**config.mk**
```make
export PLATFORM = sky130hd
export DESIGN_NAME = mmt_queue
export DESIGN_NICKNAME = d
export VERILOG_FILES = /design/src/hw/rtl/mmt_pkg.sv /design/src/hw/rtl/mmt_queue.sv
export SDC_FILE = /design/constraint.sdc
export NUM_CORES = 1
export LEC_CHECK = 0
export BUFFER_PORTS_ARGS = -buffer_cell sky130_fd_sc_hd__buf_2
export CAP_MARGIN = 20
export CORE_UTILIZATION = 45
export DETAILED_ROUTE_END_ITERATION = 8
export GPL_TIMING_DRIVEN = 1
export PLACE_DENSITY = 0.72
export RECOVER_POWER = 25
export SKIP_LAST_GASP = 1
export SYNTH_ARGS = -nofsm -noshare
export SYNTH_HDL_FRONTEND = slang
export SYNTH_SLANG_ARGS = --single-unit
```
**constraint.sdc**
```tcl
create_clock -name clk -period 2 [get_ports clk]
set_input_delay 0.4 -clock clk [delete_from_list [all_inputs] [get_ports clk]]
set_output_delay 0.4 -clock clk [all_outputs]
set_load 0.05 [all_outputs]
```
**src/hw/rtl/mmt_pkg.sv**
```systemverilog
// Shared types and constants for the 4x4 fixed-point matrix unit.
package mmt_pkg;

  // Request kind codes as they arrive on the request channel.
  localparam logic [2:0] KIND_LOAD_LEFT       = 3'd0;
  localparam logic [2:0] KIND_LOAD_RIGHT      = 3'd1;
  localparam logic [2:0] KIND_MULTIPLY        = 3'd2;
  localparam logic [2:0] KIND_MULTIPLY_UPDATE = 3'd3;
  localparam logic [2:0] KIND_TRANSPOSE       = 3'd4;

  // Saturation limits of a signed Q16.16 word.
  localparam logic [31:0] Q_MAX = 32'h7FFF_FFFF;
  localparam logic [31:0] Q_MIN = 32'h8000_0000;

  // Depth of the command queue between the front and the back.
  localparam int QUEUE_DEPTH = 2;

  // Operation carried from the front to the back.
  typedef enum logic [2:0] {
    OP_LOAD_LEFT,
    OP_LOAD_RIGHT,
    OP_MULTIPLY,
    OP_MULTIPLY_UPDATE,
    OP_TRANSPOSE
  } op_t;

  // One classified command.
  typedef struct packed {
    op_t         op;
    logic [1:0]  row;
    logic [1:0]  col;
    logic [31:0] value;
  } cmd_t;

endpackage

```
**src/hw/rtl/mmt_queue.sv**
```systemverilog
// Short command queue that decouples the front end from the execution engine.
module mmt_queue (
  input  logic          clk,
  input  logic          rst,
  input  logic          in_valid,
  output logic          in_ready,
  input  mmt_pkg::cmd_t in_cmd,
  output logic          out_valid,
  input  logic          out_ready,
  output mmt_pkg::cmd_t out_cmd
);

  localparam int PW = (mmt_pkg::QUEUE_DEPTH > 1) ? $clog2(mmt_pkg::QUEUE_DEPTH) : 1;
  localparam int CW = $clog2(mmt_pkg::QUEUE_DEPTH + 1);

  mmt_pkg::cmd_t  slots [mmt_pkg::QUEUE_DEPTH];
  logic [PW-1:0]  wr_ptr;
  logic [PW-1:0]  rd_ptr;
  logic [CW-1:0]  count;
  logic           push;
  logic           pop;

  assign in_ready  = (count != CW'(mmt_pkg::QUEUE_DEPTH));
  assign out_valid = (count != '0);
  assign out_cmd   = slots[rd_ptr];
  assign push      = in_valid && in_ready;
  assign pop       = out_valid && out_ready;

  // Pointer and fill count.
  always_ff @(posedge clk) begin
    if (rst) begin
      wr_ptr <= '0;
      rd_ptr <= '0;
      count  <= '0;
    end else begin
      if (push) begin
        wr_ptr <= (wr_ptr == PW'(mmt_pkg::QUEUE_DEPTH - 1)) ? '0 : wr_ptr + 1'b1;
      end
      if (pop) begin
        rd_ptr <= (rd_ptr == PW'(mmt_pkg::QUEUE_DEPTH - 1)) ? '0 : rd_ptr + 1'b1;
      end
      if (push && !pop) begin
        count <= count + 1'b1;
      end else if (pop && !push) begin
        count <= count - 1'b1;
      end
    end
  end

  // Slot storage.
  always_ff @(posedge clk) begin
    if (push) begin
      slots[wr_ptr] <= in_cmd;
    end
  end

endmodule

```
**Yosys cells after proc, flatten, opt, wreduce, memory -nomap -nowiden**

Memory sizes are Yosys's and may differ from the RTL's. A register that Yosys moved wholly into a read port is not among the register bits.
Index checks and enable logic that the tools add are counted.

- Memories kept: 1
- Output and inout port bits: 41
- Input port bits: 43
- Register bits after elaboration: 4
- Memory bits (writable): 78
- Logic and storage cells: 25

Memory list:

| memory | depth | bits a word | read ports | clocked after memory_dff | wr ports | line | RTL |
|---|---|---|---|---|---|---|---|
| slots | 2 | 39 | 1 | 1 | 1 | mmt_queue.sv:16 | `mmt_pkg::cmd_t slots [mmt_pkg::QUEUE_DEPTH];` |

- Reduce and logical (&&, ||, !) cells: 8
- Muxes and demuxes: 8
- Equality and inequality tests: 1
- Add/subtract/negate cells: 4

Operator list:

| kind | count |
|---|---|
| $mux W1 | 6 |
| $logic_and A1 B1 Y1 | 4 |
| $mux W2 | 2 |
| $reduce_bool A2 Y1 | 2 |
| $add A1 B1 Y1 const B | 2 |
| $add A2 B1 Y2 const B | 1 |
| $logic_not A1 Y1 | 2 |
| $ne A2 B2 Y1 const B | 1 |
| $sub A2 B1 Y2 const B | 1 |

**Logic depth before layout (Yosys ltp)**

- Depth in word-level cells: 6
- Gate-level depth with buffers: 6
- Gate-level depth less buffers: 6

**Worst setup path before layout**

OpenSTA, ideal clock, no wires.

- Kind: register to register
- Start: register count[0]
- End: memory slots[1][0] (netlist bit) (enable)
- Clock period less this slack: 2.371 ns
- Required time: 1.600 ns
- Library setup time: 0.400 ns
- Cell stages (with the launch flop): 3
- Path buffers: 0
- Arrival time: 1.971 ns
- Slack: -0.371 ns
- Cells stage by stage: dfxtp_1 nand2b_1 and3_1

- Cells in the longest elaborated chain, start to end: 4

Ends and longest elaborated chain:

| what | line | RTL |
|---|---|---|
| start, declared | mmt_queue.sv:19 | `logic [CW-1:0] count;` |
| start signal, assigned | mmt_queue.sv:43 | `count <= count + 1'b1;` |
| start signal, assigned | mmt_queue.sv:45 | `count <= count - 1'b1;` |
| $ne A2 B2 Y1 | mmt_queue.sv:23 | `assign in_ready = (count != CW'(mmt_pkg::QUEUE_DEPTH));` |
| net in_ready | mmt_queue.sv:6 | `output logic in_ready,` |
| $logic_and A1 B1 Y1 | mmt_queue.sv:26 | `assign push = in_valid && in_ready;` |
| $mux W1 | mmt_queue.sv:52 | `if (push) begin` |
| $mux W1 (implied by the code) | mmt_queue.sv:53 | `slots[wr_ptr] <= in_cmd;` |
| end, declared | mmt_queue.sv:16 |  |

The timed path passes the listed nets, and every way through them passes these cells.

==> results.yml <==
run_status:
  outcome: "finished with violations"
  violations: "DRC"
synth:
  synthTopCellsByArea: "edfxtp_1 77%, mux2_2 14%, dfxtp_1 3.3%"
  synthDominantCellAreaShare: 0.772
  yosys.cell_types.count: 19
  synth-seq-cells: 83
  synth_nets: 189
  synth_warnings: 0
  synth_top_cell_by_area: "edfxtp_1"
  synthCells: 145
  syn-cell-area_mm2: 0.00303
  synth_seq_area_share: 0.805
  syn_area_per_cell_um2: 20.9
place:
  placed_area_mm2: 0.00358
  place_inst: 305
  portBuffers: 83
  pre_cts_ws_ps: 380
  hpwlAfterDp_um: 3110
  gp_congestion: 0.670
clocking:
  numCtsBuffers: 9
  clk_pin_slew_ps: 80
  cts.repair.resized: 0
  postCtsSetupRepairBufs: 0
  hold_buffers: 0
  clockBufferDepth: 2
  clk_latency_ps: 330
  root_buffer: "clkbuf_8"
  cts_tree: "yes"
  cts_sinks: 83
  htreeDepth: 3
sta:
  final-setup-viol-count: 0
  fmax_mhz: 523
  hold_viol_final: 0
  finClkSkew_ps: 5.15
  slew_headroom: 0.759
  finalCritPeriodShare: 0.956
  max_slew.worst_pin.slew_ps: 357
  drv_slew: 0
  fin_ws_ps: 88.2
  fin_crit_ps: 1910
setup_path:
  max_stage_delay_ps: 370
  crit_arrival_ps: 1510
  critical-path-top-delay-family: "buffers and inverters"
  cp_slowest_cell: "mux2_2"
  cp_num_buf_inv: 2
  critPathKind: "reg -> out"
  worstPathRequired_ps: 1600
  crit_path_end_kind: "output pin"
  path_cells: "buf_4 > mux2_2 > buf_2"
  critPathLaunchType: "flip-flop"
  worstPathMaxFanout: 17
  rrSetupSlack_ps: 370
layout:
  design_area_mm2: 0.00376
  layout.nets: 283
  final_cells: 321
  syn2layout_area_growth_pct: 24.1
  utilization: 0.586
  drive_above_1_share: 0.582
  antenna_cells: 0
grt:
  grt_pass1_vias: 1574
  grt_pass1_wl_um: 7530
  grt_start_max_net_pins: 40
  antenna_found_initial: 0
  grtUsageTotal: 0.144
  grt.overflow.total: 0
pwr:
  intPower_mw: 3.32
  powerDensity_mw_per_mm2: 1420
  clkPwrFrac: 0.207
  switching_share: 0.379
  peakVddDrop_mv: 0.802
  total_power_mw: 5.35
  power_leakage_nw: 1.40
  p_switching_mw: 2.03
  power_frac_comb: 0.374
  seq_power_share: 0.419
route:
  wl_per_cell_um: 15.0
  drc_errors: 16
  drtAntennaViolNets: 0
  drt_iter0_drc: 93
  firstDrtPassIters: 6
  vias_per_cell: 4.90
  vias: 1572
  totalWireLength_um: 4830
floorplanning:
  die_area_mm2: 0.00707
  start_util: 0.472
  ios: 84
  die_x_um: 84.1
  die_y_um: 84.1
  row_count: 29
  core_mm2: 0.00642
hold_path:
  hp-class: "in -> reg"
flow_run:
  max-cap-violations: 0
logic make-up after synthesis:
group / share of synthesized area
adder cells (fa/ha/maj): 0.00412
AND/OR/NAND/NOR: 0.0165
AO/OA/AOI/OAI: 0.00990
multiplexers: 0.145
XOR/XNOR: 0.00866
flip-flops: 0.805
buffers and inverters: 0.0107
power by group through the flow:
stage | Combinational [mW] | Sequential (mW) | Clock (mW)
6_report | 2.00 | 2.24 | 1.10
5_1_grt | 2.10 | 2.26 | 1.22
4_1_cts | 2.02 | 2.24 | 1.14
3_5_place_dp | 2.01 | 2.28 | 0
3_3_place_gp | 2.01 | 2.27 | 0
2_1_floorplan | 1.60 | 2.26 | 0
stage by stage:
| step | TNS [ps] | hold WS [ps] |
|---|---|---|
| floorplan | 0 | 469 |
| global placement | 0 | 487 |
| detailed placement | 0 | 499 |
| CTS | 0 | 234 |
| global route | -5.92 | 226 |
| finish | 0 | 250 |
placed cells by master (no fill, tap or decap), drive strengths merged:
cell type | Yosys | routed
clkinvlp | 0 | 2
or3 | 1 | 1
and3 | 1 | 1
a21oi | 2 | 2
bufinv | 0 | 1
edfxtp | 78 | 78
clkinv | 0 | 4
a21bo | 1 | 1
xor2 | 3 | 3
o21ai | 2 | 2
nand2b | 1 | 1
ha | 1 | 1
nand3b | 1 | 1
dfxtp | 5 | 5
nor2 | 3 | 3
and2 | 1 | 1
buf | 4 | 83
clkbuf | 0 | 14
mux2 | 39 | 39
or2 | 1 | 1
sequential cells by signal (all words and copies together) (netlist names), named ones only:
name    flops
slots      78
count       2
rd_ptr      1
wr_ptr      1
cell type report:
type	count	area, um2
inverters	1	7.51
clock inverters	6	56.3
fillers	521	2660
repair buffers	87	469
well taps	77	96.3
multi-input cells	57	562
clock buffers	10	128
flip-flops and latches	83	2440
metal layers:
layer | up-vias | wire, um | track usage
met5 | - | 0 | 0
met4 | 0 | 57 | 0.0611
met3 | 5 | 402 | 0.0534
met2 | 60 | 2290 | 0.222
met1 | 754 | 2080 | 0.183
li1 | 753 | - | -
worst reg2reg max path, stage by stage (launching register included):
cell and delay, ps:
dfxtp_1 360, nand2b_2 230, and2_1 170, ha_1 330
or3_1 350, a21oi_1 130
cell usage after synthesis (all sizes together):
cell type and instances:
mux2 39, dfxtp 5, ha 1, inv 1, or3 1, edfxtp 78
xor2 3, buf 4, and2 1, and3 1, nand2b 1, or2 1
a21bo 1, o21ai 2, nor2 3, nand3b 1, a21oi 2
worst paths after layout:
path,from,endpoint,cells past startpoint
setup reg to reg,count[0],count[1],5
setup / recovery,flip-flop,out_cmd[6],3
hold / removal,in_cmd[20],slots[1][20],1
hold reg to reg,rd_ptr,rd_ptr,2
No activity file was read; power rests on OpenSTA's default activity.
