==> config.mk <==
export PLATFORM = sky130hd
export DESIGN_NAME = mmt_front_flat
export DESIGN_NICKNAME = d
export VERILOG_FILES = /design/src/hw/rtl/mmt_pkg.sv /design/src/hw/rtl/mmt_in_if.sv /design/src/hw/rtl/mmt_front.sv /design/src/flat_wrapper.sv
export SDC_FILE = /design/constraint.sdc
export NUM_CORES = 1
export LEC_CHECK = 0
export BUFFER_PORTS_ARGS = -buffer_cell sky130_fd_sc_hd__buf_2
export CAP_MARGIN = 20
export CORE_ASPECT_RATIO = 0.6
export CORE_UTILIZATION = 40
export CTS_CLUSTER_DIAMETER = 80
export DETAILED_ROUTE_END_ITERATION = 8
export PLACE_DENSITY = 0.8
export RECOVER_POWER = 25
export REMOVE_ABC_BUFFERS = 1
export SLEW_MARGIN = 15
export SYNTH_ARGS = -nofsm -noshare
export SYNTH_HDL_FRONTEND = slang
export SYNTH_SLANG_ARGS = --single-unit
==> constraint.sdc <==
create_clock -name clk -period 2 [get_ports clk]
set_input_delay 0.1 -clock clk [delete_from_list [all_inputs] [get_ports clk]]
set_output_delay 0.1 -clock clk [all_outputs]
set_load 0.03 [all_outputs]
==> src/hw/rtl/mmt_pkg.sv <==
// Shared types and constants for the 4x4 fixed-point matrix unit.
package mmt_pkg;

  // Request kind codes as they arrive on the request channel.
  localparam logic [2:0] KIND_LOAD_LEFT       = 3'd0;
  localparam logic [2:0] KIND_LOAD_RIGHT      = 3'd1;
  localparam logic [2:0] KIND_MULTIPLY        = 3'd2;
  localparam logic [2:0] KIND_MULTIPLY_UPDATE = 3'd3;
  localparam logic [2:0] KIND_TRANSPOSE       = 3'd4;

  // Saturation limits of a signed Q16.16 word.
  localparam logic [31:0] Q_MAX = 32'h7FFF_FFFF;
  localparam logic [31:0] Q_MIN = 32'h8000_0000;

  // Depth of the command queue between the front and the back.
  localparam int QUEUE_DEPTH = 2;

  // Operation carried from the front to the back.
  typedef enum logic [2:0] {
    OP_LOAD_LEFT,
    OP_LOAD_RIGHT,
    OP_MULTIPLY,
    OP_MULTIPLY_UPDATE,
    OP_TRANSPOSE
  } op_t;

  // One classified command.
  typedef struct packed {
    op_t         op;
    logic [1:0]  row;
    logic [1:0]  col;
    logic [31:0] value;
  } cmd_t;

endpackage

==> src/hw/rtl/mmt_in_if.sv <==
// Request channel: one load or command request with a valid/ready handshake.
interface mmt_in_if;
  logic        valid;
  logic        ready;
  logic [2:0]  kind;
  logic [1:0]  row;
  logic [1:0]  col;
  logic [31:0] value;

  modport source (output valid, output kind, output row, output col, output value,
                  input ready);
  modport sink (input valid, input kind, input row, input col, input value,
                output ready);
endinterface

==> src/hw/rtl/mmt_front.sv <==
// Front end: accepts requests, drops meaningless ones and registers the command.
module mmt_front #(
  parameter int DIM = 4
) (
  input  logic            clk,
  input  logic            rst,
  mmt_in_if.sink          req,
  output logic            cmd_valid,
  input  logic            cmd_ready,
  output mmt_pkg::cmd_t   cmd
);

  logic          keep;
  mmt_pkg::cmd_t cls;
  logic          in_range;

  // A load whose indices fall outside the matrix is dropped.
  assign in_range = (32'(req.row) < 32'(DIM)) && (32'(req.col) < 32'(DIM));

  // Classify the incoming request.
  always_comb begin
    cls.row   = req.row;
    cls.col   = req.col;
    cls.value = req.value;
    cls.op    = mmt_pkg::OP_LOAD_LEFT;
    keep      = 1'b0;
    unique case (req.kind)
      mmt_pkg::KIND_LOAD_LEFT: begin
        cls.op = mmt_pkg::OP_LOAD_LEFT;
        keep   = in_range;
      end
      mmt_pkg::KIND_LOAD_RIGHT: begin
        cls.op = mmt_pkg::OP_LOAD_RIGHT;
        keep   = in_range;
      end
      mmt_pkg::KIND_MULTIPLY: begin
        cls.op = mmt_pkg::OP_MULTIPLY;
        keep   = 1'b1;
      end
      mmt_pkg::KIND_MULTIPLY_UPDATE: begin
        cls.op = mmt_pkg::OP_MULTIPLY_UPDATE;
        keep   = 1'b1;
      end
      mmt_pkg::KIND_TRANSPOSE: begin
        cls.op = mmt_pkg::OP_TRANSPOSE;
        keep   = 1'b1;
      end
      default: begin
        keep = 1'b0;
      end
    endcase
  end

  // The holding register frees up whenever the queue takes its command.
  assign req.ready = !cmd_valid || cmd_ready;

  always_ff @(posedge clk) begin
    if (rst) begin
      cmd_valid <= 1'b0;
    end else if (req.valid && req.ready) begin
      cmd_valid <= keep;
    end else if (cmd_ready) begin
      cmd_valid <= 1'b0;
    end
  end

  always_ff @(posedge clk) begin
    if (req.valid && req.ready) begin
      cmd <= cls;
    end
  end

endmodule

==> src/flat_wrapper.sv <==
// flat-port wrapper written by rule: the top's interface ports become plain ports
module mmt_front_flat 
#(
  parameter int DIM = 4
)
  (clk, rst, cmd_valid, cmd_ready, cmd, req_valid, req_kind, req_row, req_col, req_value, req_ready);
  mmt_in_if req_i ();
  input  logic clk;
  input  logic rst;
  output logic cmd_valid;
  input  logic cmd_ready;
  output mmt_pkg::cmd_t cmd;
  input wire logic [$bits(req_i.valid)-1:0] req_valid;
  input wire logic [$bits(req_i.kind)-1:0] req_kind;
  input wire logic [$bits(req_i.row)-1:0] req_row;
  input wire logic [$bits(req_i.col)-1:0] req_col;
  input wire logic [$bits(req_i.value)-1:0] req_value;
  output wire logic [$bits(req_i.ready)-1:0] req_ready;
  assign req_i.valid = req_valid;
  assign req_i.kind = req_kind;
  assign req_i.row = req_row;
  assign req_i.col = req_col;
  assign req_i.value = req_value;
  assign req_ready = req_i.ready;
  mmt_front #(.DIM(DIM)) u_core (.clk(clk), .rst(rst), .req(req_i), .cmd_valid(cmd_valid), .cmd_ready(cmd_ready), .cmd(cmd));
endmodule
Word-level counts from Yosys, hierarchy flattened
Cells that the tools add are included.
Word-level totals
  register bits after elaboration: 40
  latch bits: 0
  RAM bits: 0
  memory bits (read-only): 0
  input bits: 43
  output and inout port bits: 41
  word-level logic and storage cells: 19
  memories kept: 0
Cells by class
  $add $sub $neg: 0
  multipliers: 0
  divide/modulo/power cells: 0
  order comparisons: 0
  equal/unequal tests: 4
  shifts and indexed selects: 0
  muxes and demuxes: 4
  bitwise gates (word level): 0
  reduce and logical (&&, ||, !) cells: 6
Operators by type and width (count)
  $pmux W3 S4: 1
  $eq A3 B2 Y1 const B: 2
  $reduce_or A5 Y1: 1
  $eq A3 B1 Y1 const B: 1
  $eq A3 B3 Y1 const B: 1
  $logic_not A3 Y1: 1
  $mux W1: 3
  $reduce_bool A2 Y1: 1
  $logic_and A1 B1 Y1: 1
  $logic_not A1 Y1: 1
  $logic_or A1 B1 Y1: 1

Logic depth before layout (Yosys ltp)
  word-level depth: 4
  mapped depth: 3
  gate-level depth less buffers: 3

Least setup slack after synthesis
OpenSTA, ideal clock, no wires.
  path type: reg-to-reg
  start: register u_core.cmd_valid
  end: register u_core.cmd[0] (netlist name)
  library setup time: 400 ps
  arrival: 1585 ps
  required time: 1600 ps
  path slack: 15 ps
  cell stages (with the launch flop): 3
  path buffers: 0
  period minus slack after synthesis: 1985 ps
  cells stage by stage: dfxtp_1 > nand2b_4 > and2_1
Between the ends
  cells in the longest elaborated chain, start to end: 3
RTL lines
  from (decl): RTL line mmt_front.sv:8  | output logic cmd_valid,
  from (signal assigned): RTL line mmt_front.sv:61  | cmd_valid <= keep;
  $logic_not A1 Y1: RTL line mmt_front.sv:55  | assign req.ready = !cmd_valid || cmd_ready;
  $logic_or A1 B1 Y1: RTL line mmt_front.sv:55
  net req_ready: RTL line flat_wrapper.sv:18  | output wire logic [$bits(req_i.ready)-1:0] req_ready;
  $logic_and A1 B1 Y1: RTL line mmt_front.sv:68  | if (req.valid && req.ready) begin
The timed path passes the listed nets, and every way through them passes these cells.
A chain may end at the register's enable or synchronous reset.

Final worst setup path
  start: register u_core.cmd_valid
  end: register u_core.cmd[2] (netlist name)
Between the ends
  cells in the longest elaborated chain, start to end: 3
RTL lines (RTL line)
  $logic_not A1 Y1: mmt_front.sv:55
  $logic_or A1 B1 Y1: mmt_front.sv:55
  $logic_and A1 B1 Y1: mmt_front.sv:68
Every way passes these cells.

==> key figures <==
Synth
  • Largest area contributor in the netlist: edfxtp_1
  • Register area share after synthesis: 0.954
  • Complex-gate fraction of the synthesized area: 0.0110
  • Synth Area in Adders: 0
  • Simple-Gate Fraction of Synth Area: 0.0351
  • Synth top area cells: edfxtp_1, dfxtp_1, nand2b_4
  • Ys Warns: 0
  • Mapped Cells: 48
  • Mean post-synth cell area: 26.0 um2
  • Yosys cell types: 9
  • Post-Synthesis Cell Area: 1250 um2
  • Combinational family with the most area after synthesis: simple AND/OR/NAND/NOR gates
  • Seq cells post-synth: 40
  • Yosys top cell area share: 0.938
  • Post-synthesis xor/xnor area fraction: 0
  • Post-synthesis mux area share: 0

STA
  • Slew @ Worst Pin: 0.437 ns
  • Hold Vio Cnt, Final: 0
  • Setup TNS: 0 ns
  • Fmax: 0.734 GHz
  • Fin. max-slew vios: 0
  • Minimum clock period: 1.36 ns
  • Fin crit share: 0.681
  • Max Clock Skew: 0.00590 ns
  • Max-slew headroom: 0.708
  • RSZ-0062 raised after global routing: false
  • Setup Viol. Count Final: 0

Clock tree
  • Clock slew at reported path FFs: 0.07 ns
  • Num CTS Buffers: 5
  • CTS tree: yes
  • Clk sink count: 40
  • H-tree lvl count: 2
  • Clock Latency Late Sink: 0.29 ns
  • Clock Path Buffers: 2
  • Clk root buf: clkbuf_8
  • Postcts setup bufs: 0

Global route
  • Largest net degree at the start of global routing: 24
  • Initial antenna violation count: 0
  • GR Overflow Total: 0
  • Number of global-route vias before repair: 889
  • GRT Overall Usage: 0.174
  • Global-route wire length before repair: 3860 um

Placement
  • Cells after DPL: 174
  • Port-buffer cells: 83
  • Routability cong.: 0.662

Outcome
  • Outcome: completed

Routing
  • Length of the first detailed-routing pass in iterations: 3
  • DR vias: 932
  • Residual DRC: 0
  • Vias per inst: 4.26
  • Post-route ant nets: 0
  • Post-Route WL: 2920 um
  • Routed length per instance: 13.3 um
  • Initial DRC Count: 32

Cells and area
  • Most frequent cells in the layout: buf_2, edfxtp_1, dlygate4sd3_1
  • Ant diodes: 0
  • Non-Filler Instances: 219
  • Syn-to-layout area delta: 76.9%
  • Commonest non-fill, non-tap cell in the layout: buf_2
  • Share of layout cells above drive strength 1: 0.520
  • Post-layout util: 0.759
  • Nets@finish: 219

Pwr
  • Flop pwr share: 0.520
  • Total Power: 0.00191 W
  • P_int: 0.00146 W
  • Clock Power Share: 0.334
  • VDD IR max: 0.547 mV
  • Net switching power: 0.000442 W
  • Comb pwr share: 0.146
  • Sw Ratio: 0.232
  • Leakage power: 0.945 nW
  • Power Density: 863 nW/um2

Worst setup path
  • Slowest stage cell, crit path: and2_2
  • CP cell instances: nand2b_2, and2_2, buf_12
  • Crit-path max cell delay: 0.43 ns
  • Max Fanout on Critical Path: 23
  • CP Class: flop to flop
  • Setup crit end kind: flop
  • Worst EP required: 1.99 ns
  • Startpoint Class: flop
  • CP arrival: 1.35 ns

Floorplanning
  • Full die area: 3360 um2
  • Die Wd: 74.1 um
  • Die height: 45.3 um
  • I/O pin count: 84
  • Core Area: 2910 um2
  • Cell row count: 15
  • Starting Density: 0.429

Flow run
  • Max_cap viols: 0

Worst hold path
  • Hold crit path type: input port to flop
## worst paths after layout
path                      endpoint  slack, ns        startpoint  cells after the start
hold / removal    u_core.cmd_valid       0.07         req_valid                      3
setup reg to reg     u_core.cmd[2]       0.64  u_core.cmd_valid                      3
setup / recovery     u_core.cmd[2]       0.64  u_core.cmd_valid                      3
hold reg to reg   u_core.cmd_valid       0.49  u_core.cmd_valid                      2
## through the flow
| stage | hold WS [ns] | area, um2 | setup WS [ns] |
|---|---|---|---|
| 6_report | 0.0704 | 2210 | 0.638 |
| 5_1_grt | 0.0794 | 2210 | 0.566 |
| 4_1_cts | 0.0634 | 2220 | 0.628 |
| 3_5_place_dp | 0.264 | 1740 | 0.625 |
| 3_3_place_gp | 0.260 | 1740 | 0.682 |
| 2_1_floorplan | 0.162 | 1250 | 0.0152 |
## per-layer routing
| layer | wire (um) | part of all wire | vias up | GRT usage |
|---|---|---|---|---|
| met5 | 0 | 0 | - | 0 |
| met4 | 24 | 0.0082 | 0 | 0.0692 |
| met3 | 307 | 0.11 | 3 | 0.0826 |
| met2 | 1480 | 0.51 | 57 | 0.320 |
| met1 | 1100 | 0.38 | 430 | 0.172 |
| li1 | - | - | 442 | - |
## logic make-up (layout without fill, tap and decap cells)
logic type | count (synthesis) | count (layout)
DFF | 40 | 40
and+or+nand+nor | 6 | 6
AOI/OAI and AO/OA | 2 | 2
buffers and inverters | 0 | 129
## power by group through the flow
stage	logic [W]	clock network [W]	registers, W
after global routing	0.000295	0.000678	0.000996
after detailed placement	0.000222	0	0.00101
final	0.000278	0.000637	0.000991
after CTS	0.000277	0.000644	0.000991
after floorplan	0.0000228	0	0.00111
after global placement	0.000218	0	0.00101
## worst max-delay path: cells and delay by family, from the launching register on
kind	cells	cell delay [ns]
AND/OR/NAND/NOR	2	0.51
buffers and inverters	1	0.23
flip-flops	1	0.32
## final cells by class
| type | count | area (um2) |
|---|---|---|
| tap | 42 | 52.6 |
| sequential | 40 | 1190 |
| fill | 162 | 701 |
| multi-input combinational | 8 | 53.8 |
| clock buffer | 6 | 72.6 |
| clock inverter | 2 | 35.0 |
| timing repair buffer | 121 | 803 |
## registers in the layout, indices dropped and copies added (netlist names)
signal	count
u_core.cmd	39
u_core.cmd_valid	1
## cell usage after synthesis, drive strengths merged
| library cell | instances |
|---|---|
| and2 | 1 |
| nor2b | 2 |
| edfxtp | 39 |
| dfxtp | 1 |
| nand2 | 1 |
| a21oi | 1 |
| nand2b | 1 |
| nor3b | 1 |
| o21ai | 1 |
## repair_timing
action	4_1_cts	5_1_grt
endpoints found under the hold margin	37	0
hold buffers	37	0
gates resized for setup	0	0
Power figures use the tool's default switching activity.
